===== config.mk =====
export PLATFORM = sky130hd
export DESIGN_NAME = rbr_blend
export DESIGN_NICKNAME = d
export VERILOG_FILES = /design/src/rbr_pkg.sv /design/src/rbr_blend.sv
export SDC_FILE = /design/constraint.sdc
export NUM_CORES = 2
export LEC_CHECK = 0
export ABC_AREA = 1
export BUFFER_PORTS_ARGS = -buffer_cell sky130_fd_sc_hd__buf_2
export CORE_MARGIN = 10
export CORE_UTILIZATION = 35
export DETAILED_ROUTE_END_ITERATION = 8
export SYNTH_ARGS = -nofsm -noshare
export SYNTH_HDL_FRONTEND = slang
export SYNTH_SLANG_ARGS = --single-unit

===== constraint.sdc =====
create_clock -name vclk -period 11.5
set_input_delay 2.3 -clock vclk [all_inputs]
set_output_delay 2.3 -clock vclk [all_outputs]
set_load 0.1 [all_outputs]

===== src/rbr_pkg.sv =====
// Shared types, widths and helpers of the bilinear RGB resizer
package rbr_pkg;

  // Frame and arithmetic sizes
  localparam int MAX_SIDE   = 1024;
  localparam int FRAC_BITS  = 11;
  localparam int IN_COORD_W = 10;
  localparam int CFG_W      = 11;
  localparam int PIX_W      = 8;
  localparam int NCH        = 3;

  localparam int COORD_W = $clog2(MAX_SIDE);
  localparam int SIDE_W  = COORD_W + 1;
  localparam int SCALE_W = COORD_W + FRAC_BITS;
  localparam int DVD_W   = SIDE_W + FRAC_BITS;
  localparam int POS_W   = COORD_W + SCALE_W;
  localparam int IPOS_W  = POS_W - FRAC_BITS;
  localparam int ADDR_W  = 2 * COORD_W;
  localparam int T_W     = PIX_W + FRAC_BITS;
  localparam int Y_W     = T_W + FRAC_BITS;
  localparam int HALF    = 1 << (FRAC_BITS - 1);

  typedef logic [COORD_W-1:0]   coord_t;
  typedef logic [SIDE_W-1:0]    side_t;
  typedef logic [SCALE_W-1:0]   scale_t;
  typedef logic [FRAC_BITS-1:0] frac_t;
  typedef logic [POS_W-1:0]     pos_t;
  typedef logic [IPOS_W-1:0]    ipos_t;
  typedef logic [ADDR_W-1:0]    addr_t;
  typedef logic [CFG_W-1:0]     cfg_data_t;
  typedef logic [PIX_W-1:0]     chan_t;
  typedef chan_t [NCH-1:0]      cvec_t;
  typedef logic [T_W-1:0]       tval_t;
  typedef tval_t [NCH-1:0]      tvec_t;
  typedef logic [Y_W-1:0]       yval_t;
  typedef yval_t [NCH-1:0]      yvec_t;

  // Register indexes of the configuration port
  typedef enum logic [1:0] {
    REG_SRC_WIDTH,
    REG_SRC_HEIGHT,
    REG_DST_WIDTH,
    REG_DST_HEIGHT
  } cfg_idx_t;

  // Stored source pixel: red on top, blue at the bottom
  typedef struct packed {
    chan_t red;
    chan_t green;
    chan_t blue;
  } pix_t;

  typedef struct packed {
    logic                  kind;
    logic [IN_COORD_W-1:0] col;
    logic [IN_COORD_W-1:0] row;
    chan_t                 red_in;
    chan_t                 green_in;
    chan_t                 blue_in;
  } in_item_t;

  typedef struct packed {
    chan_t red_out;
    chan_t green_out;
    chan_t blue_out;
  } out_item_t;

  // Saturate a frame side to the supported range
  function automatic side_t sat_side(cfg_data_t v);
    if (32'(v) < 2) begin
      return side_t'(2);
    end else if (32'(v) > MAX_SIDE) begin
      return side_t'(MAX_SIDE);
    end else begin
      return side_t'(v);
    end
  endfunction

  // Last index along a side
  function automatic coord_t last_of(side_t s);
    side_t d;
    d = s - side_t'(1);
    return d[COORD_W-1:0];
  endfunction

  // Widen the three channels of a pixel to blend lanes
  function automatic tvec_t to_tvec(pix_t p);
    cvec_t c;
    tvec_t t;
    c = cvec_t'(p);
    for (int k = 0; k < NCH; k++) begin
      t[k] = tval_t'(c[k]);
    end
    return t;
  endfunction

endpackage


===== src/rbr_blend.sv =====
// Three-lane blend unit: (a << F) + f * (b - a), one lane per colour channel
module rbr_blend (
  input  rbr_pkg::tvec_t a_i,
  input  rbr_pkg::tvec_t b_i,
  input  rbr_pkg::frac_t f_i,
  output rbr_pkg::yvec_t y_o
);
  import rbr_pkg::*;

  localparam int PROD_W = FRAC_BITS + T_W + 2;

  typedef logic signed [T_W:0]      diff_t;
  typedef logic signed [PROD_W-1:0] prod_t;

  diff_t diff [NCH];
  prod_t prod [NCH];
  prod_t base [NCH];
  prod_t sum  [NCH];

  // Blend each channel; the sum never goes negative
  always_comb begin
    for (int k = 0; k < NCH; k++) begin
      diff[k] = $signed({1'b0, b_i[k]}) - $signed({1'b0, a_i[k]});
      prod[k] = $signed({1'b0, f_i}) * diff[k];
      base[k] = prod_t'({a_i[k], {FRAC_BITS{1'b0}}});
      sum[k]  = base[k] + prod[k];
      y_o[k]  = sum[k][Y_W-1:0];
    end
  end

endmodule


-- Word-level counts from Yosys, hierarchy flattened
Cells that the tools add are included.
- register bits: 0
- output and inout bits: 90
- input port bits: 125
- logic and storage cells: 9
- add/subtract/negate cells: 6
- multiply operators: 3
- operators by type and width (operator ; number):
    $add A30 B30 Y30 ; 3
    $mul A12 B20 Y30 ; 3
    $sub A19 B19 Y20 ; 3

-- Logic depth before layout (Yosys ltp)
- depth in word-level cells: 3
- depth in mapped cells: 36

-- Least setup slack after synthesis
OpenSTA, ideal clock, no wires.
- path type: input -> output
- start: in b_i[0] (netlist bit)
- end: out y_o[21] (netlist bit)
- path slack: 0.018 ns
- stages on the path: 32
- buffers on the path: 1
- data required time: 9.200 ns
- arrival: 9.182 ns
- path through: inv_1 ha_1 inv_1 fa_1 nand3_1 nand2_1 nand3_1 nand3_1 nand2_1 nand2_1 or2_1 buf_2 nand2_1 nor2_1 fa_1 inv_1 fa_1 inv_1 fa_1 fa_1 inv_1 fa_1 inv_1 ha_1 nand2_1 nor2_1 nand4_1 inv_1 nand2_1 nand3_1 a21oi_1 xnor2_1
- RTL lines (item ; line ; RTL):
    start, declared ; rbr_blend.sv:4 ; input rbr_pkg::tvec_t b_i,
    end, declared ; rbr_blend.sv:6 ; output rbr_pkg::yvec_t y_o

==> summary.md <==
| Metric | Value |
|---|---|
| Outcome | completed |
| Dominant cells by area after synthesis | fa_1, inv_1, ha_1 |
| CP Data Arrival Time | 8.87 ns |
| Detail Route Antenna Nets | 0 |
| Vias per inst | ~4.8 |
| Overflow after GRT | 0 |
| Crit Path Max Fanout | 5 |
| Hold Vio Cnt, Final | 0 |
| Post-synth top area share | 44.0% |
| Slew @ Worst Pin | 1.08 ns |
| Final min period | 11.17 ns |
| Sequential area share after synthesis | 0% |
| Seq_cells | 0 |
| Die area | 0.0930 mm² |
| Placer congestion estimate | 0.937 |
| Worst EP required | 9.20 ns |
| Storage element area | 0 µm² |
| Initial core utilization | 35.3% |
| IO Pins | 215 |
| Synth warn | 0 |
| Pre-CTS setup slack | about 0.040 ns |
| DIE HEIGHT | between 300 and 400 µm |
| Syn Inst Count | 3755 |
| Area delta synth->final | 13.1% |
| Final-stage net count | 4997 |
| Site Rows | 104 |
| Final setup viols | 0 |
| Core area | 0.0805 mm² |
| Final wirelength | 86.9 mm |
| Mapped Nets | 4777 |
| Die extent in x | between 300 and 400 µm |
| Max cap viols | 0 |
| Crit path launch | a_i[24] |
| Post-route DRC | 0 |
| Crit start category | input pin |
| Share of cells above drive strength 1 | 11.4% |
| Synth unique cells | between 40 and 50 |
| Slew headroom | 27.7% |
| Synth area leader | fa_1 |
| Hold WC Path Type | input pin to output port |
| Final slew viol count | 0 |
| Fin crit share | 97.2% |
| Initial antenna violation count | 3 |
| Clock buffer cells | 0 |
| Slowest-stage cell, CP | fa_1 |
| Vias | approximately 24000 |
| Largest net degree at the start of global routing | 45 |
| Mean cell area of the mapped netlist | 7.57 µm² |
| CP Capture Type | output port |
| Detailed Routing Iterations Pass 1 | 6 |
| # hold bufs at CTS | 0 |
| Largest stage delay, worst path | 0.58 ns |
| GRT Util Overall | about 19% |
| Port buffer count | 215 |
| Most instantiated cells after synthesis | inv_1, fa_1, nand2_1 |
| Peak Freq | 89.5 MHz |
| Setup TNS | 0 ns |
| Drt wl/cell | 17.3 µm |
| Top-count cell post-synth | inv_1 |
| Worst setup path endpoint | y_o[59] |
| Dpl hpwl | 75.7 mm |
| Vias in the first global route | 25600 |
| Kind of critical path | input pin to output port |
| DRT iter0 DRCs | 1264 |
| First-pass GRT wire length | 140 mm |
| WHS Path Cells | 4 |
| Netlist Area Pre-Place | 0.0284 mm² |
| Final worst slack | 0.325 ns |
[worst min-delay path by stage]
stage	from	endpoint
2_1_floorplan	b_i[1]	y_o[1]
3_3_place_gp	a_i[56]	y_o[89]
3_5_place_dp	a_i[56]	y_o[89]
4_1_cts	a_i[56]	y_o[89]
5_1_grt	a_i[38]	y_o[60]
6_report	a_i[38]	y_o[60]
[logic make-up after synthesis]
kind of cell | synth area share, %
simple gates | 19.7
buf+inv | 15.4
xor+xnor | 3.81
fa+ha+maj | 56.0
compound gates | 5.04
[metrics by stage]
stage | cells | hold WS, ns | cell area [µm²] | utilization (%)
final | 5034 | 5.42 | 32100 | 39.9
after detailed placement | 5027 | 5.48 | 31800 | 39.5
after global placement | 5027 | 5.46 | 31800 | 39.5
after global routing | 5033 | 5.47 | 32100 | 39.9
after CTS | 5027 | 5.48 | 31800 | 39.5
after floorplan | 3755 | 5.39 | 28400 | -
[metal layers]
metal	up-vias	wire length, µm	GRT usage, %
met5	-	27	0
met4	4	1920	3.30
met3	97	4950	2.26
met2	700	42400	32.3
met1	11800	37600	24.5
li1	11400	-	-
[layout by cell type, fill, tap and decap left out, types with 3 or more instances in the layout]
| cell | instances |
|---|---|
| fa_1 | 622 |
| xor2_2 | 8 |
| nor3_1 | 13 |
| a31oi_1 | 5 |
| nor2_2 | 3 |
| a21oi_1 | 128 |
| nand2_2 | 14 |
| o21bai_1 | 21 |
| nor2_4 | 3 |
| xnor2_2 | 5 |
| buf_2 | 167 |
| clkinvlp_4 | 4 |
| o21ai_1 | 11 |
| o21ai_0 | 53 |
| buf_12 | 48 |
| nand2_1 | 615 |
| nand3b_1 | 8 |
| nor3_2 | 4 |
| a21oi_2 | 11 |
| ha_1 | 271 |
| nor2_1 | 381 |
| nand3_2 | 7 |
| xor2_4 | 3 |
| buf_4 | 93 |
| inv_2 | 9 |
| xor2_1 | 59 |
| a21boi_1 | 3 |
| nand4_1 | 40 |
| nand3_1 | 164 |
| or2_1 | 13 |
| nand3b_2 | 3 |
| inv_1 | 1055 |
| a21o_1 | 4 |
| o21ai_2 | 4 |
| or2_2 | 50 |
| xnor2_1 | 40 |
| o21a_1 | 3 |
[worst max-delay path: cells and delay by family]
| kind | cells | cell delay [ns] |
|---|---|---|
| AND/OR/NAND/NOR | 9 | 1.04 |
| AO/OA/AOI/OAI | 7 | 1.44 |
| adder cells (fa/ha/maj) | 7 | 3.24 |
| buffers and inverters | 8 | 0.83 |
[repair_timing]
item | in CTS | in global routing
setup endpoints to repair | 0 | 25
setup buffers | 0 | 6
resized for setup | 0 | 52
[cell type report]
| type | count | area [µm²] |
|---|---|---|
| Fill cell | 8384 | 48400 |
| Tap cell | 1060 | 1330 |
| Inverter | 1070 | 4030 |
| Timing Repair Buffer | 309 | 2510 |
| Multi-Input combinational cell | 2594 | 24300 |
| Antenna cell | 1 | 2.50 |
