--- config.mk ---
export PLATFORM = sky130hd
export DESIGN_NAME = rbr_div
export DESIGN_NICKNAME = d
export VERILOG_FILES = /design/src/rbr_pkg.sv /design/src/rbr_div.sv
export SDC_FILE = /design/constraint.sdc
export NUM_CORES = 1
export LEC_CHECK = 0
export BUFFER_PORTS_ARGS = -buffer_cell sky130_fd_sc_hd__buf_2
export CAP_MARGIN = 20
export CORE_ASPECT_RATIO = 0.5
export CORE_MARGIN = 2
export CORE_UTILIZATION = 55
export CTS_CLUSTER_SIZE = 16
export DETAILED_ROUTE_END_ITERATION = 6
export PLACE_DENSITY_LB_ADDON = 0.1
export SYNTH_ARGS = -nofsm -noshare
export SYNTH_HDL_FRONTEND = slang
export SYNTH_SLANG_ARGS = --single-unit
--- constraint.sdc ---
create_clock -name clk -period 2.7 [get_ports clk]
set_input_delay 0.54 -clock clk [delete_from_list [all_inputs] [get_ports clk]]
set_output_delay 0.54 -clock clk [all_outputs]
set_load 0.01 [all_outputs]
--- src/rbr_pkg.sv ---
// Shared types, widths and helpers of the bilinear RGB resizer
package rbr_pkg;

  // Frame and arithmetic sizes
  localparam int MAX_SIDE   = 1024;
  localparam int FRAC_BITS  = 11;
  localparam int IN_COORD_W = 10;
  localparam int CFG_W      = 11;
  localparam int PIX_W      = 8;
  localparam int NCH        = 3;

  localparam int COORD_W = $clog2(MAX_SIDE);
  localparam int SIDE_W  = COORD_W + 1;
  localparam int SCALE_W = COORD_W + FRAC_BITS;
  localparam int DVD_W   = SIDE_W + FRAC_BITS;
  localparam int POS_W   = COORD_W + SCALE_W;
  localparam int IPOS_W  = POS_W - FRAC_BITS;
  localparam int ADDR_W  = 2 * COORD_W;
  localparam int T_W     = PIX_W + FRAC_BITS;
  localparam int Y_W     = T_W + FRAC_BITS;
  localparam int HALF    = 1 << (FRAC_BITS - 1);

  typedef logic [COORD_W-1:0]   coord_t;
  typedef logic [SIDE_W-1:0]    side_t;
  typedef logic [SCALE_W-1:0]   scale_t;
  typedef logic [FRAC_BITS-1:0] frac_t;
  typedef logic [POS_W-1:0]     pos_t;
  typedef logic [IPOS_W-1:0]    ipos_t;
  typedef logic [ADDR_W-1:0]    addr_t;
  typedef logic [CFG_W-1:0]     cfg_data_t;
  typedef logic [PIX_W-1:0]     chan_t;
  typedef chan_t [NCH-1:0]      cvec_t;
  typedef logic [T_W-1:0]       tval_t;
  typedef tval_t [NCH-1:0]      tvec_t;
  typedef logic [Y_W-1:0]       yval_t;
  typedef yval_t [NCH-1:0]      yvec_t;

  // Register indexes of the configuration port
  typedef enum logic [1:0] {
    REG_SRC_WIDTH,
    REG_SRC_HEIGHT,
    REG_DST_WIDTH,
    REG_DST_HEIGHT
  } cfg_idx_t;

  // Stored source pixel: red on top, blue at the bottom
  typedef struct packed {
    chan_t red;
    chan_t green;
    chan_t blue;
  } pix_t;

  typedef struct packed {
    logic                  kind;
    logic [IN_COORD_W-1:0] col;
    logic [IN_COORD_W-1:0] row;
    chan_t                 red_in;
    chan_t                 green_in;
    chan_t                 blue_in;
  } in_item_t;

  typedef struct packed {
    chan_t red_out;
    chan_t green_out;
    chan_t blue_out;
  } out_item_t;

  // Saturate a frame side to the supported range
  function automatic side_t sat_side(cfg_data_t v);
    if (32'(v) < 2) begin
      return side_t'(2);
    end else if (32'(v) > MAX_SIDE) begin
      return side_t'(MAX_SIDE);
    end else begin
      return side_t'(v);
    end
  endfunction

  // Last index along a side
  function automatic coord_t last_of(side_t s);
    side_t d;
    d = s - side_t'(1);
    return d[COORD_W-1:0];
  endfunction

  // Widen the three channels of a pixel to blend lanes
  function automatic tvec_t to_tvec(pix_t p);
    cvec_t c;
    tvec_t t;
    c = cvec_t'(p);
    for (int k = 0; k < NCH; k++) begin
      t[k] = tval_t'(c[k]);
    end
    return t;
  endfunction

endpackage

--- src/rbr_div.sv ---
// Iterative restoring divider for the scale step, one quotient bit a cycle
module rbr_div (
  input  logic                     clk,
  input  logic                     rst_n,
  input  logic                     start_i,
  input  logic [rbr_pkg::DVD_W-1:0] dividend_i,
  input  rbr_pkg::side_t           divisor_i,
  output logic                     done_o,
  output rbr_pkg::scale_t          quot_o
);
  import rbr_pkg::*;

  localparam int CNT_W = $clog2(DVD_W);

  logic             run_r;
  logic             done_r;
  logic [CNT_W-1:0] cnt_r;
  logic [DVD_W-1:0] quo_r;
  side_t            rem_r;
  side_t            dvs_r;
  logic [SIDE_W:0]  trial;
  logic [SIDE_W:0]  diff;
  logic             ge;

  // Shift the next dividend bit into the partial remainder and try a subtract
  assign trial = {rem_r, quo_r[DVD_W-1]};
  assign diff  = trial - {1'b0, dvs_r};
  assign ge    = (trial >= {1'b0, dvs_r});

  always_ff @(posedge clk) begin
    if (!rst_n) begin
      run_r  <= 1'b0;
      done_r <= 1'b0;
      cnt_r  <= '0;
    end else begin
      done_r <= 1'b0;
      if (start_i) begin
        run_r <= 1'b1;
        cnt_r <= '0;
      end else if (run_r) begin
        cnt_r <= cnt_r + CNT_W'(1);
        if (cnt_r == CNT_W'(DVD_W - 1)) begin
          run_r  <= 1'b0;
          done_r <= 1'b1;
        end
      end
    end

    // Load operands, then advance one bit a cycle
    if (start_i) begin
      quo_r <= dividend_i;
      rem_r <= '0;
      dvs_r <= divisor_i;
    end else if (run_r) begin
      rem_r <= ge ? diff[SIDE_W-1:0] : trial[SIDE_W-1:0];
      quo_r <= {quo_r[DVD_W-2:0], ge};
    end
  end

  assign done_o = done_r;
  assign quot_o = quo_r[SCALE_W-1:0];

endmodule

Yosys cells after proc, flatten, opt, wreduce, memory -nomap -nowiden

Index checks and enable logic that the tools add are counted.

Add/subtract/negate cells: 2
Magnitude comparators: 1
Eq/ne operators: 1
Multiplexer cells: 7
Bitwise operators: 2
Reductions and logical operators: 3

Operators by type and width:

| kind                | number |
|---|---|
| $mux 22             | 2 |
| $ge 12x11->1        | 1 |
| $mux 11             | 1 |
| $sub 11x11->11      | 1 |
| $add 5x1->5 const B | 1 |
| $eq 5x5->1 const B  | 1 |
| $mux 1              | 4 |
| $reduce_or 3->1     | 1 |
| $not 1->1           | 2 |
| $reduce_bool 2->1   | 1 |
| $reduce_or 2->1     | 1 |

Register bits after elaboration: 51
Bits of input ports: 36
Output and inout bits: 22

Logic depth before layout (Yosys ltp)

Word-level depth: 4
Depth in mapped cells: 10
Mapped depth without buffers: 9

Worst setup path after synthesis

No wires, ideal clock.

Path kind: flip-flop to flip-flop
Start: register quo_r[21]
End: register rem_r[8]
Setup time: 0.138 ns
Arrival: 2.063 ns
Data required time: 2.562 ns
Path slack: 0.499 ns
Stages on the path, launching flop included: 11
Buffers on the path: 1
Path through: edfxtp_1 -> inv_1 -> ha_1 -> fa_1 -> nor2b_1 -> o31a_1 -> o21ai_2 -> o21ai_4 -> buf_8 -> mux2i_1 -> a211oi_2

Word-level cells in the longest chain between the ends: 2

RTL lines:

| item                                           | line                         | source |
|---|---|---|
| start, declared                                | rbr_div.sv:18                | `logic [DVD_W-1:0] quo_r;` |
| start signal, assigned                         | rbr_div.sv:51                | `quo_r <= dividend_i;` |
| start signal, assigned                         | rbr_div.sv:56                | `quo_r <= {quo_r[DVD_W-2:0], ge};` |
| $sub 11x11->11 or $ge 12x11->1 (tied branches) | rbr_div.sv:27, rbr_div.sv:28 |  |
| $mux 11 (*)                                    | rbr_div.sv:55                | `rem_r <= ge ? diff[SIDE_W-1:0] : trial[SIDE_W-1:0];` |
| end signal, assigned                           | rbr_div.sv:55                |  |
| end, declared                                  | rbr_div.sv:19                | `side_t rem_r;` |

Every way passes the cells marked *; elsewhere a longest branch is shown, timed or not.
A chain may end at the register's enable or synchronous reset.

Worst setup path in the final report

Start: register quo_r[21]
End: register rem_r[0]

Same word-level chain as after synthesis.

==> results by stage <==
Run status:
- The flow ran to the end, and the final reports show no timing, DRC or antenna violations.

Synthesis:
- During synthesis, Yosys emitted a total of 0 warnings.
- The post-synthesis async set-or-reset flop share is 0%.
- The flip-flop and latch count after synthesis is 51.
- The synthesized net count is 296.
- The number of instances in the synthesized netlist is 246.
- The most frequently used flop master after synthesis is edfxtp_1.
- The synthesized design contains 33 enable-type register cells.
- The number of different library cells in the post-synthesis netlist is 47.
- Summing the sequential cell areas from Yosys gives 47.9% of the chip area.
- The mean instance size in the synthesized netlist is 11.5 um2.
- The post-synthesis cell area is 2820 um2.

Pwr:
- The highest ir drop seen on vdd is 0.000378 V.
- The share of total power consumed by net switching is 28.6%.
- The power share of the sequential group is 48.0%.
- In this run the static leakage power is 1.31 nW.
- Of the total power, combinational logic draws 24.2%.
- The switching power summed over all nets is 0.566 mW.
- The areal power density over the cells is 626 nW/um2.
- The internal cell power is 1.42 mW.
- The share of power burned in the clock network is 27.8%.

STA:
- The slew at the pin with the worst max-slew slack is 424 ps.
- The count of endpoints failing hold in the final timing report was 0.
- The max-slew violation count is 0.
- Setup violations remaining at the end of the flow were counted as 0.
- The final critical-path required period is 2330 ps.
- Between clock sinks in the finished design, the worst skew comes to 10.7 ps.
- Measured against its own limit, the worst slew margin works out to 71.8%.
- Summed over all failing endpoints, the final setup total negative slack is 0 ps.
- Setup repair after global routing left no endpoint under its margin.
- The final clock period utilization by the worst path is 86.4%.
- The highest clock frequency the design can meet is 428 MHz.

Setup path:
- For this run, the slowest stage of the critical path takes 410 ps.
- STA classifies the critical path endpoint as a register.
- The endpoint of the lowest-slack register-to-register path is rem_r[0].
- The critical path data required time is 2910 ps.
- The slack of the worst reg-to-reg path is 370 ps.
- The number of cell instances on the worst register-to-register path is 11.
- For the worst setup path, the data arrival time is 2540 ps.
- The signal on the critical path passes through inv_1 > ha_1 > fa_1 > nor2b_1 > o31a_1 > o21ai_2 > o21ai_4 > buf_12 > buf_4 > nand3_1 > o311a_1.
- The worst setup path is launched from a register.
- The highest fanout seen on the critical path is 7.
- The origin of the critical flop-to-flop path is quo_r[21].
- In this design, the largest share of critical-path delay is due to compound AO/OA/AOI/OAI gates.
- Together, buffers and inverters on the worst path number 3.
- The slowest library cell on the worst path is fa_1.
- The worst setup path is of the register to register kind.

Cells and area:
- The number of nets in the layout is 337.
- The post-route cell area is 3170 um2.
- The repair_antennas step left the layout with diodes totalling 0.
- The growth of design area from synthesis to finish is 12.2%.
- Leaving out fill and tap cells, the most frequent cells in the layout are 57 x buf_2, 33 x edfxtp_1, 22 x mux2_2, 18 x nor2_1, 18 x dfxtp_1.
- The commonest non-fill, non-tap cell in the layout is buf_2.
- The proportion of layout cells with a drive suffix above 1 is 34.7%.

Global route:
- In the global route stage, met3 resource usage came out at 5.36%.
- The global routing usage on met1 is 23.2%.
- The global route total overflow is 0.
- For met2 alone, demand over resource in global routing was 33.0%.
- The first global-routing pass estimated 8.25 mm of wire.
- The via count of the first global-routing pass is 1758.
- The number of antenna violations at the first check in global routing was 0.
- The layer flagged by global routing as most heavily used is met2.
- Entering global routing, the biggest net connects 35 pins.
- The all-layer global routing usage is 18.7%.

Die:
- The area of the die is 5750 um2.
- The number of core rows is 18.
- The I/O pin total is 58.
- The die is 105 um wide.
- The starting density of the core is 57.2%.
- In this run the standard cell core region covers 4930 um2.
- The die is 54.6 um tall.

Route:
- The average wire per standard cell is 14.5 um.
- The post-route DRC violation count is 0.
- The via density per instance is 5.29.
- Detailed routing inserted a total of 1893 vias.
- The count of antenna-violating nets left after detailed routing is 0.
- For this block, the initial DRC count from the detailed router was 96.
- The wire length after detailed routing is 5.18 mm.
- Before antenna repair, the detailed router went through 4 iterations.

Worst hold path:
- The path class of the tightest hold or removal check is input port to register.
- The worst min-delay path endpoint is dvs_r[5].
- In this run the most critical hold path is launched from divisor_i[5].
- Along the worst hold path, the cell count comes to 1.

Clocking:
- TritonCTS built the clock tree.
- The cell chosen for the clock root is clkbuf_8.
- The H-tree generated during clock tree synthesis spans 2 levels.
- Clock latency on the worst-skew pair, taken at its later pin, is 310 ps.
- The number of buffers on the longest clock path is 2.
- The clock transition at the register clock pins on the worst setup and hold paths after CTS is 100 ps.
- The clock net in this run drives a total of 51 sinks.
- TritonCTS created 5 clock buffers.

Placement:
- The instance area at placement is 3020 um2.
- The total of buffers placed on input and output ports is 57.
- The estimated wirelength of the detail-placed design is 3.69 mm.
- The final weighted congestion in routability-driven placement is 0.897.

Job:
- The number of max-cap violations is 0.
-- layout make-up --
type                       count  area [um2]
clock buffer                   5        68.8
clock inverter                 3        42.5
fill                         414        1770
inverter                      17        63.8
multi-input combinational    148        1200
sequential                    51        1350
tap                           70        87.6
timing repair buffer          64         350
-- how the worst max path moves through the flow --
stage,startpoint,end,slack (ps),cells after the start
3_3_place_gp,quo_r[21],rem_r[10],330,9
4_1_cts,quo_r[21],rem_r[5],220,9
5_1_grt,dvs_r[1],rem_r[9],180,8
6_report,quo_r[21],rem_r[0],370,11
2_1_floorplan,quo_r[21],rem_r[8],500,10
3_5_place_dp,quo_r[21],rem_r[3],240,9
-- worst reg2reg max path: cells and delay by family (launching register included) --
kind,cells,cell delay [ps]
buf+inv,3,330
flops,1,360
simple gates,2,240
fa+ha+maj,2,630
compound gates,4,690
-- metal layers --
layer | share of wire [%] | up-vias
li1 | - | 952
met2 | 48 | 42
met4 | 0.56 | 0
met1 | 46 | 894
met5 | 0 | -
met3 | 5.0 | 5
-- cells in the mapped netlist, types with 5 or more instances --
master     n  share of area, %
nor2_1    18               2.4
mux2_2    22               8.8
buf_4     21               5.6
inv_1     17               2.3
a21oi_1    8               1.4
mux2i_1    5               1.8
a211oi_1   7               1.9
clkbuf_1   6              0.80
edfxtp_1  33                35
o21ai_0    7               1.2
nand2_1   10               1.3
dfxtp_1   18                13
ha_1      13               5.8
xnor2_1    6               1.9
-- sequential cells by signal (all words and copies together), names as in the netlist --
register and cells:
cnt_r 5, done_o 1, dvs_r 11, quo_r 22
rem_r 11, run_r 1
-- metrics by stage --
step	hold slack (ps)	util (%)	power [mW]	cells	setup WS, ps
global placement	493	61.2	1.41	347	328
detailed placement	499	61.2	1.42	347	239
CTS	393	63.5	1.96	355	217
finish	395	64.2	1.98	358	366
floorplan	474	-	1.35	246	499
global route	387	64.2	2.08	358	175
-- power groups by stage --
stage | sequential [mW] | combinational, mW | clock [mW]
3_5_place_dp | 0.968 | 0.456 | 0
6_report | 0.951 | 0.480 | 0.550
5_1_grt | 0.960 | 0.529 | 0.586
2_1_floorplan | 0.956 | 0.389 | 0
3_3_place_gp | 0.966 | 0.443 | 0
4_1_cts | 0.951 | 0.459 | 0.554
-- what timing repair did --
action / CTS / global route
setup buffers: 0 / 3
gates resized for setup: 0 / 0
hold endpoints to repair: 0 / 0
endpoints found under the setup margin: 0 / 1
hold buffers: 0 / 0
-- cell families (layout without fill, tap and decap cells) --
family | count (synthesis) | count (layout) | synth area share, %
AOI/OAI and AO/OA | 43 | 43 | 11.8
xor gates and xnor gates | 9 | 9 | 2.79
adders and majority gates | 14 | 14 | 6.47
buffers and inverters | 47 | 89 | 9.49
DFF | 51 | 51 | 47.9
muxes | 27 | 27 | 10.6
and+or+nand+nor | 55 | 55 | 11.0
Note: power is estimated with default switching activity, not from simulation.
